`src/design/lookat_view_matrix_unit_macros.svh`:
```
// Assertion macros shared by the look-at view matrix unit
`ifndef LOOKAT_VIEW_MATRIX_UNIT_MACROS_SVH
`define LOOKAT_VIEW_MATRIX_UNIT_MACROS_SVH
`ifndef SYNTHESIS
`define LVM_ASSERT_NOW(label, clk, rst_n, ante, cons) \
    label: assert property (@(posedge clk) disable iff (!(rst_n)) (ante) |-> (cons)) \
        else $error("lvm check failed");
`define LVM_ASSERT_NEXT(label, clk, rst_n, ante, cons) \
    label: assert property (@(posedge clk) disable iff (!(rst_n)) (ante) |=> (cons)) \
        else $error("lvm check failed");
`else
`define LVM_ASSERT_NOW(label, clk, rst_n, ante, cons)
`define LVM_ASSERT_NEXT(label, clk, rst_n, ante, cons)
`endif
`endif

```
`src/design/lvm_pkg.sv`:
```
// Shared types and constants of the look-at view matrix unit
`timescale 1ns / 1ps
package lvm_pkg;
    typedef logic signed [15:0] q14_t;
    typedef logic signed [31:0] q16_t;
    typedef logic signed [32:0] cross_t;

    localparam int   FRAC_BITS   = 14;
    localparam int   AXIS_ONE    = 16384;
    localparam q14_t Q14_MIN     = 16'sh8000;
    localparam q14_t Q14_MAX     = 16'sh7fff;

    localparam int SQRT_STAGES = 8;
    localparam int SQRT_STEPS  = 4;
    localparam int DIV_STAGES  = 5;
    localparam int DIV_STEPS   = 3;

    localparam int CROSS_LAT = 2;
    localparam int NORM_LAT  = SQRT_STAGES + DIV_STAGES + 5;
    localparam int DOT_LAT   = 4;

    // rows whose dot product is negated: side and true up
    localparam logic [2:0] DOT_NEGATE = 3'b011;
endpackage

```
`src/design/lvm_cross.sv`:
```
// Two-stage cross product of Q1.14 vectors
`timescale 1ns / 1ps
module lvm_cross import lvm_pkg::*; (
    input  logic   aclk,
    input  logic   aresetn,
    input  logic   en,
    input  logic   in_valid,
    input  q14_t   a [3],
    input  q14_t   b [3],
    output logic   out_valid,
    output cross_t c [3]
);
    logic               v_prod_reg, v_diff_reg;
    logic signed [31:0] pa_reg [3];
    logic signed [31:0] pb_reg [3];
    cross_t             c_reg  [3];

    always_ff @(posedge aclk) begin
        if (!aresetn) begin
            v_prod_reg <= 1'b0;
            v_diff_reg <= 1'b0;
        end else if (en) begin
            v_prod_reg <= in_valid;
            v_diff_reg <= v_prod_reg;
        end
    end

    always_ff @(posedge aclk) begin
        if (en) begin
            pa_reg[0] <= 32'(a[1]) * 32'(b[2]);
            pb_reg[0] <= 32'(a[2]) * 32'(b[1]);
            pa_reg[1] <= 32'(a[2]) * 32'(b[0]);
            pb_reg[1] <= 32'(a[0]) * 32'(b[2]);
            pa_reg[2] <= 32'(a[0]) * 32'(b[1]);
            pb_reg[2] <= 32'(a[1]) * 32'(b[0]);
            for (int i = 0; i < 3; i++) begin
                c_reg[i] <= 33'(pa_reg[i]) - 33'(pb_reg[i]);
            end
        end
    end

    assign out_valid = v_diff_reg;
    assign c         = c_reg;
endmodule

```
`config.mk`:
```
export PLATFORM = sky130hd
export DESIGN_NAME = lvm_cross
export DESIGN_NICKNAME = d
export VERILOG_FILES = /design/src/design/lookat_view_matrix_unit_macros.svh /design/src/design/lvm_pkg.sv /design/src/design/lvm_cross.sv
export SDC_FILE = /design/constraint.sdc
export NUM_CORES = 2
export LEC_CHECK = 0
export BUFFER_PORTS_ARGS = -buffer_cell sky130_fd_sc_hd__buf_4
export CAP_MARGIN = 0
export CORE_ASPECT_RATIO = 1.1
export CORE_MARGIN = 8
export CORE_UTILIZATION = 67
export CTS_BUF_LIST = sky130_fd_sc_hd__clkbuf_16
export CTS_CLUSTER_SIZE = 30
export DETAILED_ROUTE_END_ITERATION = 12
export PLACE_DENSITY_LB_ADDON = 0.12
export SLEW_MARGIN = 30
export SYNTH_ARGS = -nofsm -noshare
export SYNTH_HDL_FRONTEND = slang
export SYNTH_SLANG_ARGS = --single-unit
```
`constraint.sdc`:
```
create_clock -name aclk -period 21.4 [get_ports aclk]
set_input_delay 3.21 -clock aclk [delete_from_list [all_inputs] [get_ports aclk]]
set_output_delay 3.21 -clock aclk [all_outputs]
set_load 0.05 [all_outputs]
```
Yosys cells after proc, flatten, opt, wreduce, memory -nomap -nowiden
Memory sizes are Yosys's and may differ from the RTL's.
Cells that the tools add are included.
Storage, ports and cells
  bits in writable memories: 192
  register bits: 101
  word-level logic and storage cells: 18
  output and inout port bits: 100
  latch bits: 0
  bits in read-only memories: 0
  memories: 2
Cells by class
  reduce and logical (&&, ||, !) cells: 0
  shifts and indexed selects: 0
  div/mod/pow operators: 0
  $add $sub $neg: 3
  muxes and demuxes: 2
  equal/unequal tests: 0
  multiply operators: 6
  bitwise logic cells: 0
  order comparisons: 0
Memory list
  pa_reg: depth 3, width 32, rd ports 3, clocked after memory_dff 0, wr ports 3, line lvm_cross.sv:14  | logic signed [31:0] pa_reg [3];
  pb_reg: depth 3, width 32, rd ports 3, clocked after memory_dff 0, wr ports 3, line lvm_cross.sv:15  | logic signed [31:0] pb_reg [3];
Operator list (count)
  multiplier 16 x 16 -> 32 bit: 6
  subtractor 32 x 32 -> 33 bit: 3
  2-to-1 mux 1 bit: 2

Logic depth before layout (Yosys ltp)
  depth in word-level cells: 2
  gate-level depth with buffers: 24
  mapped depth without buffers: 23

Least setup slack after synthesis
No wires, ideal clock.
  path type: input -> register
  start: input port a[15] (netlist name)
  end: memory pa_reg[1][30], in the netlist pa_reg[0][62] (data pin)
  library setup time: 258 ps
  slack: 12277 ps
  data arrival time: 8866 ps
  cell stages on the path: 21
  path buffers: 2
  cells stage by stage: clkbuf_1 > nand2_1 > inv_1 > fa_1 > fa_1 > fa_1 > fa_1 > fa_1 > inv_1 > fa_1 > inv_1 > ha_1 > clkbuf_1 > a21oi_1 > o21ai_1 > a31o_2 > or3_1 > a31o_2 > a31o_2 > a21oi_1 > xnor2_1
RTL lines
  start: declaration: line lvm_cross.sv:8  | input q14_t a [3],
  end: declaration: line lvm_cross.sv:14

==> flow_summary.json <==
{
  "status": "finished, final reports clean",
  "via_per_inst": 5.70,
  "finalClockSkew_ns": 0.0269,
  "insertion_delay_ns": 0.63,
  "required_ns": 21.77,
  "synthesis.area_sq_um": 72100,
  "worstSetupPathType": "in2reg",
  "r2r-start": "pa_reg[0][7]",
  "cp-startpoint": "b[47]",
  "synth_compound_area_share_pct": 5.91,
  "grt_pass1_vias": 55800,
  "drtPass1Iterations": 6,
  "period_needed_ns": 9.49,
  "io_pins": 200,
  "fp-row-count": 126,
  "regToRegSetupSlack_ns": 17.80,
  "drt_iter0_drc": 3638,
  "route.detailed.drc": 0,
  "synthMuxAreaShare_pct": 0.0416,
  "antenna_left": 0,
  "hpwl_microns": 139000,
  "final_common_cell": "inv_1",
  "initial_core_util_pct": 67.4,
  "fp.dieW_microns": 329,
  "synth-main-ff-cell": "edfxtp_1",
  "cap_violations": 0,
  "cts_setup_buffers": 0,
  "grt_max_degree": 108,
  "path_clk_slew_ns": 0.07,
  "cts-resized-gates": 0,
  "cts.sinks": 293,
  "final-max-slew-violation-count": 0,
  "grt_pass1_wl_microns": 293000,
  "antenna_found_initial": 12,
  "synth_edf_count": 291,
  "syn_nets": 9735,
  "worst_pin_slew_ns": 0.975,
  "die-area_sq_um": 118000,
  "fp.coreArea_sq_um": 107000,
  "worstHoldStart": "v_prod_reg",
  "hp-class": "reg2reg",
  "synth_cells": 7472,
  "synthArstFlopShare_pct": 0,
  "r2r_cells": 10,
  "finalWirelength_microns": 178000,
  "ys_types": 76,
  "overflow": 0,
  "cts_made_buffers": 40,
  "period_share_pct": 44.3,
  "fmax_ghz": 0.105,
  "synth_seq_area_share_pct": 12.2,
  "grt_usage_pct": 31.2,
  "largest_reg_flops": 99,
  "synth_xor_area_share_pct": 3.50,
  "r2r-end": "c[96]",
  "cp-start-kind": "input pin",
  "rsz0062_at_grt": "no",
  "io_buffers": 199,
  "slew_headroom_pct": 35.0,
  "cp-endpoint": "pb_reg[0][95]",
  "timing_hold_violations_final": 0,
  "yosys_register_bits": 293,
  "synth_top_family_by_area": "adder cells",
  "h-tree-depth": 2,
  "num_vias": 50600,
  "crit_fanout": 14,
  "worstPathArrival_ns": 9.86,
  "syn_to_final_growth_pct": 5.08,
  "wl_per_cell_microns": 20.1,
  "cp-end-kind": "flip-flop",
  "yosys_warnings": 0,
  "drive_above_1_share_pct": 4.18,
  "synthSimpleGateAreaFrac_pct": 13.4,
  "setup_viol": 0,
  "mostFrequentLayoutCells": "inv_1 (1839), fa_1 (1575), nand2_1 (780), and2_1 (742), ha_1 (588)",
  "synth_fa_ha_area_share_pct": 53.9,
  "finalWeightedCongestion": 0.906,
  "cts_tree": "done",
  "postCtsHoldBufs": 0,
  "die_h_microns": 360,
  "setup_tns_ns": 0,
  "clk_path_buf_depth": 3,
  "root_buffer": "clkbuf_16",
  "fin_nets": 9692,
  "avgSynthCellArea_sq_um": 9.65
}
[metal layers]
metal / part of all wire, % / global-route usage [%] / vias up / wire [microns]
li1: - / - / 22200 / -
met4: 5.1 / 13.6 / 8 / 9090
met3: 7.5 / 4.95 / 480 / 13400
met1: 38 / 39.8 / 26000 / 67900
met5: 0.034 / 0 / - / 60
met2: 49 / 53.0 / 1939 / 87800
[cell families (layout without fill, tap and decap cells)]
kind of cell	after synthesis	in the layout
mux	3	3
buf+inv	2127	2114
fa+ha+maj	2163	2163
xor+xnor	288	288
other cells	0	8
simple gates	1946	1946
compound gates	652	652
flops	293	293
[cell type report]
cell class              instances  area [sq um]
multi-input cells            5052         55400
repair buffers                206          1550
fillers                      8188         31300
inverters                    1836          6890
flip-flops and latches        293          8780
well taps                    1408          1760
clock inverters                32           418
clock buffers                  40          1000
diodes                          8          20.0
[per-stage QoR]
step                      worst slack (ns)  utilization, %  std cells  cell area [sq um]  hold WS [ns]
after global placement               11.23            69.5       8795              74400         0.498
final                                11.91            70.8       8875              75800         0.522
after detailed placement             11.05            69.5       8795              74400         0.515
after global routing                 11.57            70.8       8868              75800         0.546
after CTS                            11.72            70.8       8867              75800         0.533
after floorplan                      12.28               -       7472              72100         0.482
[worst min-delay path by stage]
| stage | depth (start not counted) | endpoint | slack (ns) |
|---|---|---|---|
| 2_1_floorplan | 2 | v_prod_reg | 0.48 |
| 3_3_place_gp | 2 | out_valid | 0.50 |
| 3_5_place_dp | 2 | out_valid | 0.52 |
| 4_1_cts | 2 | out_valid | 0.53 |
| 5_1_grt | 2 | out_valid | 0.55 |
| 6_report | 2 | out_valid | 0.52 |
[critical path, stage by stage]
cell and delay [ns]:
buf_4 0.19, inv_1 0.62, buf_4 0.37, nor2_1 0.08
fa_1 0.51, fa_1 0.43, fa_1 0.53, fa_1 0.44
fa_1 0.49, inv_1 0.05, fa_1 0.48, inv_1 0.04
ha_1 0.33, a21oi_1 0.10, o21ai_0 0.28, o22a_1 0.22
o31ai_2 0.10, or3_1 0.42, a211oi_1 0.41, o41ai_2 0.13
o21bai_1 0.14, a21oi_1 0.09, xnor2_1 0.13
[cells in the mapped netlist (3+ instances only)]
library cell	count	area share, %
a21oi_1	206	1.4
o211ai_1	11	0.11
nor2b_1	35	0.30
a311oi_1	4	0.049
o31a_1	11	0.13
nor3b_1	3	0.031
ha_1	588	10
nand4_1	14	0.12
nand3_1	36	0.25
a211o_1	8	0.097
edfxtp_1	291	12
o21bai_1	24	0.25
a31oi_1	23	0.20
a211oi_1	20	0.21
clkbuf_1	289	1.5
o21ai_1	6	0.042
a221o_1	3	0.042
inv_1	1835	9.5
or2_2	6	0.052
or3_1	8	0.069
a21boi_0	7	0.073
o2111ai_1	5	0.061
o22ai_1	4	0.035
nand2_1	780	4.1
o21a_1	49	0.51
mux2i_1	3	0.042
and3_1	14	0.12
xnor2_1	230	2.8
o31ai_1	10	0.10
and2_1	742	6.4
nor4_1	3	0.026
and4_1	6	0.073
o311a_1	3	0.042
a41oi_1	3	0.036
nor2_1	198	1.0
fa_1	1575	44
a21o_1	92	0.96
a21oi_2	4	0.049
a31o_2	13	0.16
nor3_1	40	0.28
o21ai_0	113	0.78
nand2b_1	53	0.46
xor2_1	58	0.70
a2111o_1	3	0.047
Power is not shown: default switching activity piles up to over one toggle a cycle in this logic, so the estimate is an artifact.
