`config.mk`:
```
export PLATFORM = sky130hd
export DESIGN_NAME = lvm_delay
export DESIGN_NICKNAME = d
export VERILOG_FILES = /design/src/design/lookat_view_matrix_unit_macros.svh /design/src/design/lvm_delay.sv
export SDC_FILE = /design/constraint.sdc
export NUM_CORES = 1
export LEC_CHECK = 0
export ABC_AREA = 1
export BUFFER_PORTS_ARGS = -buffer_cell sky130_fd_sc_hd__buf_2
export CAP_MARGIN = 20
export CORE_MARGIN = 4
export CORE_UTILIZATION = 49
export CTS_CLUSTER_SIZE = 8
export DETAILED_ROUTE_END_ITERATION = 12
export PLACE_DENSITY_LB_ADDON = 0.15
export SETUP_SLACK_MARGIN = 0.3
export SLEW_MARGIN = 25
export SYNTH_ARGS = -nofsm -noshare
export SYNTH_HDL_FRONTEND = slang
export SYNTH_SLANG_ARGS = --single-unit
```
`constraint.sdc`:
```
create_clock -name aclk -period 1.79 [get_ports aclk]
set_input_delay 0.0895 -clock aclk [delete_from_list [all_inputs] [get_ports aclk]]
set_output_delay 0.0895 -clock aclk [all_outputs]
set_load 0.01 [all_outputs]
```
`src/design/lookat_view_matrix_unit_macros.svh`:
```
// Assertion macros shared by the look-at view matrix unit
`ifndef LOOKAT_VIEW_MATRIX_UNIT_MACROS_SVH
`define LOOKAT_VIEW_MATRIX_UNIT_MACROS_SVH
`ifndef SYNTHESIS
`define LVM_ASSERT_NOW(label, clk, rst_n, ante, cons) \
    label: assert property (@(posedge clk) disable iff (!(rst_n)) (ante) |-> (cons)) \
        else $error("lvm check failed");
`define LVM_ASSERT_NEXT(label, clk, rst_n, ante, cons) \
    label: assert property (@(posedge clk) disable iff (!(rst_n)) (ante) |=> (cons)) \
        else $error("lvm check failed");
`else
`define LVM_ASSERT_NOW(label, clk, rst_n, ante, cons)
`define LVM_ASSERT_NEXT(label, clk, rst_n, ante, cons)
`endif
`endif

```
`src/design/lvm_delay.sv`:
```
// Enable-gated delay line for payload aligned to the arithmetic pipeline
`timescale 1ns / 1ps
module lvm_delay #(
    parameter int W     = 16,
    parameter int DEPTH = 2
) (
    input  logic         aclk,
    input  logic         en,
    input  logic [W-1:0] d,
    output logic [W-1:0] q
);
    logic [W-1:0] tap_reg [DEPTH];

    always_ff @(posedge aclk) begin
        if (en) begin
            tap_reg[0] <= d;
            for (int i = 1; i < DEPTH; i++) begin
                tap_reg[i] <= tap_reg[i-1];
            end
        end
    end

    assign q = tap_reg[DEPTH-1];
endmodule

```
# Yosys cells after proc, flatten, opt, wreduce, memory -nomap -nowiden
# Memory sizes are Yosys's and may differ from the RTL's.
# Index checks and enable logic that the tools add are counted.
[totals]
reg_bits = 0
ram_bits = 32
memories = 1
[classes]
mux = 2
[memory_table]
columns = ["memory", "words", "width", "read_ports", "rd_clocked_by_memory_dff", "write_ports", "line", "rtl"]
rows = [
  ["tap_reg", 2, 16, 2, 0, 2, "lvm_delay.sv:12", "logic [W-1:0] tap_reg [DEPTH];"],
]
[op_table]
columns = ["operator", "n"]
rows = [
  ["two-way mux 1 bit", 2],
]

# Logic depth before layout (Yosys ltp)
# Gate-level depths: netlist (run 1).
[logic_depth]
depth_word = 2
mapped_depth = 1

# Least setup slack after synthesis (run 1)
# Ideal clock, no wire load.
[synth_path]
path_kind = "flip-flop to flip-flop"
startpoint = "memory tap_reg[0][0]"
endpoint = "memory tap_reg[1][0], in the netlist tap_reg[0][16], data pin"
t_arrival_ps = 323
required_ps = 1524
slack_ps = 1201
path_stages_with_launch = 1
cell_sequence = "edfxtp_1"
[synth_rtl]
columns = ["item", "line"]
rows = [
  ["start: declaration", "lvm_delay.sv:12"],
]

==> flow_metrics.tcl, run 1 <==
set metrics [dict create \
    outcome "completed" \
    synthesis.area_mm2 0.00108 \
    clk_pin_slew_ps 90 \
    netlist-cell-type-count 2 \
    wl_per_cell_um 12.2 \
    firstDrtPassIters 3 \
    syn-num-nets 66 \
    num_rows 16 \
    grt.total_usage_pct 11.5 \
    numCtsBuffers 5 \
    clk_latency_ps 320 \
    cts_max_level 2 \
    fin_ws_ps 848 \
    crit_slowest_cell "edfxtp_1" \
    vias_per_cell 4.34 \
    die_area_mm2 0.00302 \
    worstSetupPathType "flip-flop to output pin" \
    synth_top_area_cell "edfxtp_1" \
    die_h_um 55.0 \
    grt_pass1_vias 486 \
    antenna_found_initial 0 \
    utilization_pct 69.0 \
    synth_edf_count 32 \
    max_stage_delay_ps 380 \
    worstHoldStart "en" \
    cp_cell_sequence "buf_2" \
    place_ws_ps 786 \
    cp.required_ps 1700 \
    hp-class "input port to flip-flop" \
    p_leak_nw 0.550 \
    r2r_start "tap_reg[0][5]" \
    routed_wl_mm 1.42 \
    largest_reg_flops 32 \
    synth_seq_cells 32 \
    finalSetupTns_ps 0 \
    nNetsFinal 106 \
    p_total_mw 1.50 \
    critPathBufInv 1 \
    ys_warn_count 0 \
    num_vias 503 \
    cts_sinks 32 \
    grt_pass1_wl_mm 2.15 \
    ys.flop_type "edfxtp_1" \
    async_reset_ff_share_pct 0 \
    die_w_um 55.0 \
    cts_tree "built" \
    multi_input_gates 0 \
    power_density_mw_per_mm2 1070 \
    fin_crit_sh_pct 52.6 \
    grt-ovfl-total 0 \
    synth_commonest_cells "edfxtp_1 (32), buf_4 (16)" \
    cp-start-kind "flip-flop" \
    peakVddDrop_mv 0.932 \
    ys_top_cells_by_area "edfxtp_1 (89%), buf_4 (11%)" \
    portBuffers 33 \
    ant_nets 0 \
    layout-drive-gt1-share_pct 43.8 \
    yosysMostFrequentCell "edfxtp_1" \
    timing.fmax_mhz 1060 \
    place_congestion 0.601 \
    reg2reg_slack_ps 1150 \
    rsz0062_at_grt "no" \
    synth_top_area_share_pct 88.9 \
    max_slew_margin_pct 55.0 \
    crit_fanout 1 \
    io_pins 34 \
    layout_min_cycle_time_ps 942 \
    diodes 0 \
    maxCapViolations 0 \
    drv_slew 0 \
    seq_area_frac_synth_pct 88.9 \
    skew_ps 5.79 \
    syn_to_final_growth_pct 29.1 \
    syn_area_per_cell_um2 22.5 \
    place_inst 92 \
    coreArea_mm2 0.00202 \
    drc 0 \
    cts_repair_resize_count 0 \
    cts.path.max_buffers 2 \
    multiInputGateArea_um2 0 \
    crit_path_end_kind "output pin" \
    worstMarginPinSlew_ps 674 \
    synthCells 48 \
    hold_violations 0 \
    initial_core_util_pct 53.5 \
    dr.first_iter.drc_count 5 \
    grt_max_degree 33 \
    root_buffer "clkbuf_4" \
    startpoint "tap_reg[0][30]" \
    cp_data_arrival_time_ps 850 \
    fill_cells 136 \
    stdcell_count 116 \
    critical-path-top-delay-family "flip-flops" \
    finalSetupViolCount 0 \
]
==> stage by stage <==
step,hold WS [ps],cell area (µm²)
2_1_floorplan,188,1080
3_3_place_gp,266,1160
3_5_place_dp,268,1160
4_1_cts,337,1400
5_1_grt,355,1400
6_report,345,1400
==> power by group <==
part	switching [mW]	leakage (nW)	internal (mW)
Sequential	0.0119	0.313	0.888
Clock	0.219	0.0403	0.285
Combinational	0.0425	0.197	0.0508
Total	0.274	0.550	1.22
==> placed cells by master (no fill, tap or decap), drive strengths merged <==
| cell | count |
|---|---|
| buf | 33 |
| edfxtp | 32 |
| dlygate4sd3 | 16 |
| clkbuf | 5 |
| clkinv | 2 |
| bufinv | 1 |
==> routing by layer <==
metal  track usage [%]  wire [µm]
met5                 0          0
met4              7.29         21
met3              6.43        144
met2              19.3        781
met1              10.6        469
==> final timing paths <==
check        cells after the start             end
min reg2reg                      0  tap_reg[0][29]
max                              1           q[14]
min                              1   tap_reg[0][4]
max reg2reg                      0  tap_reg[0][21]
==> cells by family after synthesis <==
kind of cell | count (synthesis) | synth area share [%]
flops | 32 | 88.9
buf+inv | 16 | 11.1
==> what timing repair did <==
action	CTS	global route
hold endpoints to repair	16	0
hold buffers	16	0
setup buffers	0	0
==> cell type report <==
type	instances	area (µm²)	share of cell area [%]
flip-flops and latches	32	961	68.9
clock inverters	3	37.5	2.69
clock buffers	5	37.5	2.69
repair buffers	49	325	23.3
well taps	27	33.8	2.42
Power figures use the tool's default switching activity.
==> run 2, diff against run 1 <==
Settings changed: CORE_UTILIZATION 49 to 48.
Clock period 1.79 ns to 0.9 ns, I/O delays scaled along.
==> flow_metrics.tcl, run 2 (synthesis results as in run 1) <==
set metrics [dict create \
    p_leak_nw 0.573 \
    crit_slowest_cell "edfxtp_1" \
    place_ws_ps 242 \
    grt-ovfl-total 0 \
    vias_per_cell 4.22 \
    layout_min_cycle_time_ps 884 \
    numCtsBuffers 5 \
    num_vias 494 \
    antenna_found_initial 0 \
    fin_ws_ps 16.3 \
    routed_wl_mm 1.34 \
    nNetsFinal 107 \
    timing.fmax_mhz 1130 \
    p_comb_share_pct 7.4 \
    hp-class "input port to flip-flop" \
    p_switching_uw 514 \
    p_total_mw 2.69 \
    critical-path-top-delay-family "flip-flops" \
    maxCapViolations 0 \
    crit_fanout 1 \
    ant_nets 0 \
    peakVddDrop_mv 1.22 \
    portBuffers 33 \
    num_rows 16 \
    initial_core_util_pct 52.9 \
    fin_crit_sh_pct 98.2 \
    final_cell_mix "buf_2 (33), edfxtp_1 (32), dlygate4sd3_1 (13), clkbuf_4 (5), dlymetal6s4s_1 (3)" \
    fill_cells 155 \
    max_stage_delay_ps 370 \
    clk_latency_ps 320 \
    internal_power_mw 2.18 \
    diodes 0 \
    multi_input_gates 0 \
    max_slew_margin_pct 89.2 \
    grt_max_degree 33 \
    finalSetupViolCount 0 \
    firstDrtPassIters 3 \
    outcome "completed" \
    drc 0 \
    coreArea_mm2 0.00204 \
    cp-start-kind "flip-flop" \
    grt.total_usage_pct 9.86 \
    place_congestion 0.612 \
    power_density_mw_per_mm2 1930 \
    cp_data_arrival_time_ps 840 \
    syn_to_final_growth_pct 29.2 \
    switching_share_pct 19.1 \
    seqPwrFrac_pct 66.4 \
    post-cts-setup-buffers 0 \
    hold_violations 0 \
    wl_per_cell_um 11.5 \
    dr.first_iter.drc_count 7 \
    multiInputGateArea_um2 0 \
    p_clk_share_pct 26.3 \
    rsz0062_at_grt "yes" \
    clk_pin_slew_ps 80 \
    crit_path_end_kind "output pin" \
    die_area_mm2 0.00308 \
    worstSetupPathType "flip-flop to output pin" \
    cts_max_level 2 \
    skew_ps 0.919 \
    grt_pass1_vias 449 \
    layout-drive-gt1-share_pct 43.3 \
    cts.path.max_buffers 2 \
    drv_slew 0 \
    critPathBufInv 1 \
    cp_cell_sequence "buf_2" \
    regArea_um2 961 \
    die_h_um 55.5 \
    root_buffer "clkbuf_4" \
    utilization_pct 68.4 \
    largest_reg_flops 32 \
    grt_pass1_wl_mm 2.17 \
    die_w_um 55.5 \
    final_common_cell "buf_2" \
    cts_tree "built" \
    io_pins 34 \
    cp.required_ps 850 \
    worstMarginPinSlew_ps 163 \
    cts_sinks 32 \
]
[run 2: cell count changes in the layout (fill, tap and decap cells not counted), sizes merged]
cell,before,now
buf,33,34
clkbuf,5,7
dlygate4sd3,16,13
dlymetal6s4s,0,3
clkinv,2,1
bufinv,1,0
[run 2: per-stage QoR]
step                instances  TNS [ps]  area (µm²)  hold WS, ps
floorplan                  48         0        1080          144
global placement           93         0        1180          222
detailed placement         93         0        1180          223
CTS                       115     -60.8        1370         -106
global route              117      -447        1400         82.1
finish                    117         0        1400         76.9
[run 2: path summary, 6_finish.rpt]
check                      start             end  slack (ps)  cells after the start
hold / removal             d[12]  tap_reg[0][12]          80                      2
setup / recovery  tap_reg[0][27]           q[11]          20                      1
hold reg to reg    tap_reg[0][1]  tap_reg[0][17]         420                      0
setup reg to reg   tap_reg[0][5]  tap_reg[0][21]         270                      0
[run 2: power groups by stage]
stage,Clock [mW],Sequential [mW],Combinational (mW)
floorplan,0,1.82,0.0903
global placement,0,1.82,0.142
CTS,0.752,1.79,0.190
global route,0.843,1.79,0.216
detailed placement,0,1.82,0.144
finish,0.707,1.79,0.198
[run 2: metal layers]
metal,GRT usage [%],vias to the layer above,part of all wire [%]
met1,10.1,223,34
met3,6.29,4,10
met5,0,-,0
met2,14.9,23,53
met4,6.25,0,2.6
li1,-,244,-
[run 2: area by class of cell]
class	instances	share of cell area, %
clock buffers	7	3.23
repair buffers	50	25.3
flip-flops and latches	32	68.8
well taps	27	2.42
clock inverters	1	0.269
[run 2: timing repair]
item / 4_1_cts / 5_1_grt
hold buffers: 14 / 2
pin swaps: 0 / 0
resized for setup: 0 / 3
setup endpoints to repair: 32 / 35
hold endpoints to repair: 16 / 2
